## config.mk

```make
export PLATFORM = sky130hd
export DESIGN_NAME = mrie_bypass
export DESIGN_NICKNAME = d
export VERILOG_FILES = /design/src/rtl/mrie_top_dummy_placeholder.sv
export SDC_FILE = /design/constraint.sdc
export NUM_CORES = 1
export LEC_CHECK = 0
export BUFFER_PORTS_ARGS = -buffer_cell sky130_fd_sc_hd__buf_4
export CORE_UTILIZATION = 28
export DETAILED_ROUTE_END_ITERATION = 8
export PLACE_DENSITY = 0.84
export SYNTH_ARGS = -nofsm -noshare
export SYNTH_HDL_FRONTEND = slang
export SYNTH_SLANG_ARGS = --single-unit
```

## constraint.sdc

```tcl
create_clock -name vclk -period 0.8
set_input_delay 0 -clock vclk [all_inputs]
set_output_delay 0 -clock vclk [all_outputs]
set_load 0.03 [all_outputs]
```

## src/rtl/mrie_top_dummy_placeholder.sv

```systemverilog
// Register file read-operand bypass: picks the newest value of a source register.
module mrie_bypass (
    input  logic        i_out_hit,
    input  logic [31:0] i_out_val,
    input  logic        i_fwd_hit,
    input  logic [31:0] i_fwd_val,
    input  logic        i_ram_valid,
    input  logic [31:0] i_ram_val,
    output logic [31:0] o_val
);

    always_comb begin
        if (i_out_hit) begin
            o_val = i_out_val;
        end else if (i_fwd_hit) begin
            o_val = i_fwd_val;
        end else if (i_ram_valid) begin
            o_val = i_ram_val;
        end else begin
            o_val = 32'd0;
        end
    end

endmodule

```

==> impl_metrics.json <==
{
  "core-area_mm2": 0.00303,
  "ys_top_cells_by_area": "a21oi_1 36%, nand3b_1 27%, nor2b_1 23%, buf_6 7.6%, buf_2 5.1%",
  "final_nets": 368,
  "synth_nets": 244,
  "p_int_w": 0.000757,
  "row_count": 20,
  "synth_area_per_cell_um2": 6.13,
  "rsz0062_at_grt": "no",
  "drc_errors": 0,
  "crit_path_end_kind": "output port",
  "relSlewSlack_pct": 85.9,
  "detail_route.iter0.violations": 51,
  "seq_cell_count": 0,
  "critPathLaunchType": "input pin",
  "cp_slowest_stage_delay_ps": 180,
  "clock_buffers": 0,
  "sw_frac_of_total_pct": 47.3,
  "worstMarginPinSlew_ps": 211,
  "worstPathMaxFanout": 17,
  "drt.antenna.violating_nets": 0,
  "grt_max_degree": 37,
  "slowest_stage": "nand3b_1",
  "register_area_um2": 0,
  "holdWs_ps": 356,
  "wl_per_cell_um": 12.0,
  "p_sw_w": 0.000679,
  "synth_most_common_cell": "a21oi_1",
  "fin_crit_sh_pct": 95.1,
  "status": "completed",
  "stdcell_area_mm2": 0.00210,
  "ys_warn_count": 0,
  "fmax_ghz": 1.31,
  "required_ps": 800,
  "cellLeakagePower_nw": 0.942,
  "period_minus_slack_ps": 761,
  "start_util_pct": 29.3,
  "first_pass_iters": 4,
  "antenna_cells": 0,
  "antenna_found_initial": 0,
  "hpwl_um": 2820,
  "die-area_mm2": 0.00340,
  "combPwrFrac_pct": 100.0,
  "area_growth_pct": 136,
  "overflow": 0,
  "port_buffers": 131,
  "critPathArrivalTime_ps": 760,
  "drive_above_1_share_pct": 63.3,
  "drv_cap": 0,
  "die_h_um": 58.3,
  "worstSetupPathType": "input pin to output port",
  "vdd_drop_max_uv": 355,
  "cp_cell_sequence": "buf_6 -> clkbuf_16 -> nand3b_1 -> a21oi_2 -> buf_4",
  "vias": 1519,
  "io_pins": 131,
  "ctsHoldBuffers": 0,
  "slew_viol_final": 0,
  "worstHoldPathType": "input pin to output port",
  "fillCellCount": 263,
  "syn_area_um2": 888,
  "crit_family": "buffers and inverters",
  "netlist.area_leader.share_pct": 36.1,
  "final-setup-viol-count": 0,
  "final_hold_viol_count": 0,
  "finalWirelength_um": 3730,
  "grt_usage_pct": 17.4,
  "pwr-share-clk_pct": 0,
  "crit_buf_inv": 3,
  "tns_ps": 0,
  "ys_seq_area_share_pct": 0,
  "dieWidth_um": 58.3,
  "postPlaceCellArea_mm2": 0.00203,
  "grt_pass1_vias": 1216,
  "synthCells": 145,
  "power.density_mw_per_mm2": 684,
  "ys_types": 6,
  "synth_area_leader_cell": "a21oi_1",
  "grt_pass1_wl_um": 4910,
  "avgViaCountPerCell": 4.88,
  "place_congestion": 0.788,
  "synthTopCellsByCount": "64 x a21oi_1, 32 x nand3b_1, 32 x nor2b_1",
  "seqPwrFrac_pct": 0
}
[layer usage]
metal	routed length [um]	vias to the layer above	part of all wire [%]	global-route usage, %
met1	1470	687	39	19.8
met2	1930	73	52	34.8
li1	-	759	-	-
met5	0	-	0	0
met4	0	0	0	1.36
met3	332	0	8.9	2.86
[final timing paths]
check	start	end	slack, ps	depth (start not counted)
hold / removal	i_out_val[12]	o_val[12]	360	4
setup / recovery	i_fwd_hit	o_val[5]	40	5
[placed cells by master, fill, tap and decap left out, drive strengths merged]
master  count
buf       137
a21oi      64
nand3b     32
nor2b      32
clkbuf      2
[power by group through the flow]
stage / Clock, W / Combinational, W / Sequential (W)
5_1_grt: 0 / 0.00152 / 0
3_3_place_gp: 0 / 0.00138 / 0
2_1_floorplan: 0 / 0.000740 / 0
3_5_place_dp: 0 / 0.00139 / 0
6_report: 0 / 0.00144 / 0
4_1_cts: 0 / 0.00140 / 0
[what timing repair did]
| item | CTS | global route |
|---|---|---|
| hold endpoints to repair | 0 | 0 |
| setup buffers | 0 | 0 |
| gates resized for setup | 0 | 5 |
| setup endpoints to repair | 0 | 13 |
[area by class of cell]
| cell class | instances | area, um2 | share of cell area, % |
|---|---|---|---|
| Tap cell | 44 | 55.1 | 2.62 |
| Timing Repair Buffer | 139 | 1170 | 55.8 |
| Multi-Input combinational cell | 128 | 873 | 41.6 |
[metrics by stage]
step	setup WS [ps]	cells	power (W)	util [%]
after floorplan	4.20	145	0.000740	-
after global placement	46.2	309	0.00138	67.1
after detailed placement	28.9	309	0.00139	67.1
after CTS	28.4	309	0.00140	67.1
after global routing	5.30	311	0.00152	69.4
final	39.4	311	0.00144	69.4
[logic make-up (layout without fill, tap and decap cells)]
kind of cell	after synthesis	in the layout	share of synthesized area, %
AO/OA/AOI/OAI	64	64	36.1
buffers and inverters	17	139	14.4
AND/OR/NAND/NOR	64	64	49.6
(Power assumes the default switching activity.)
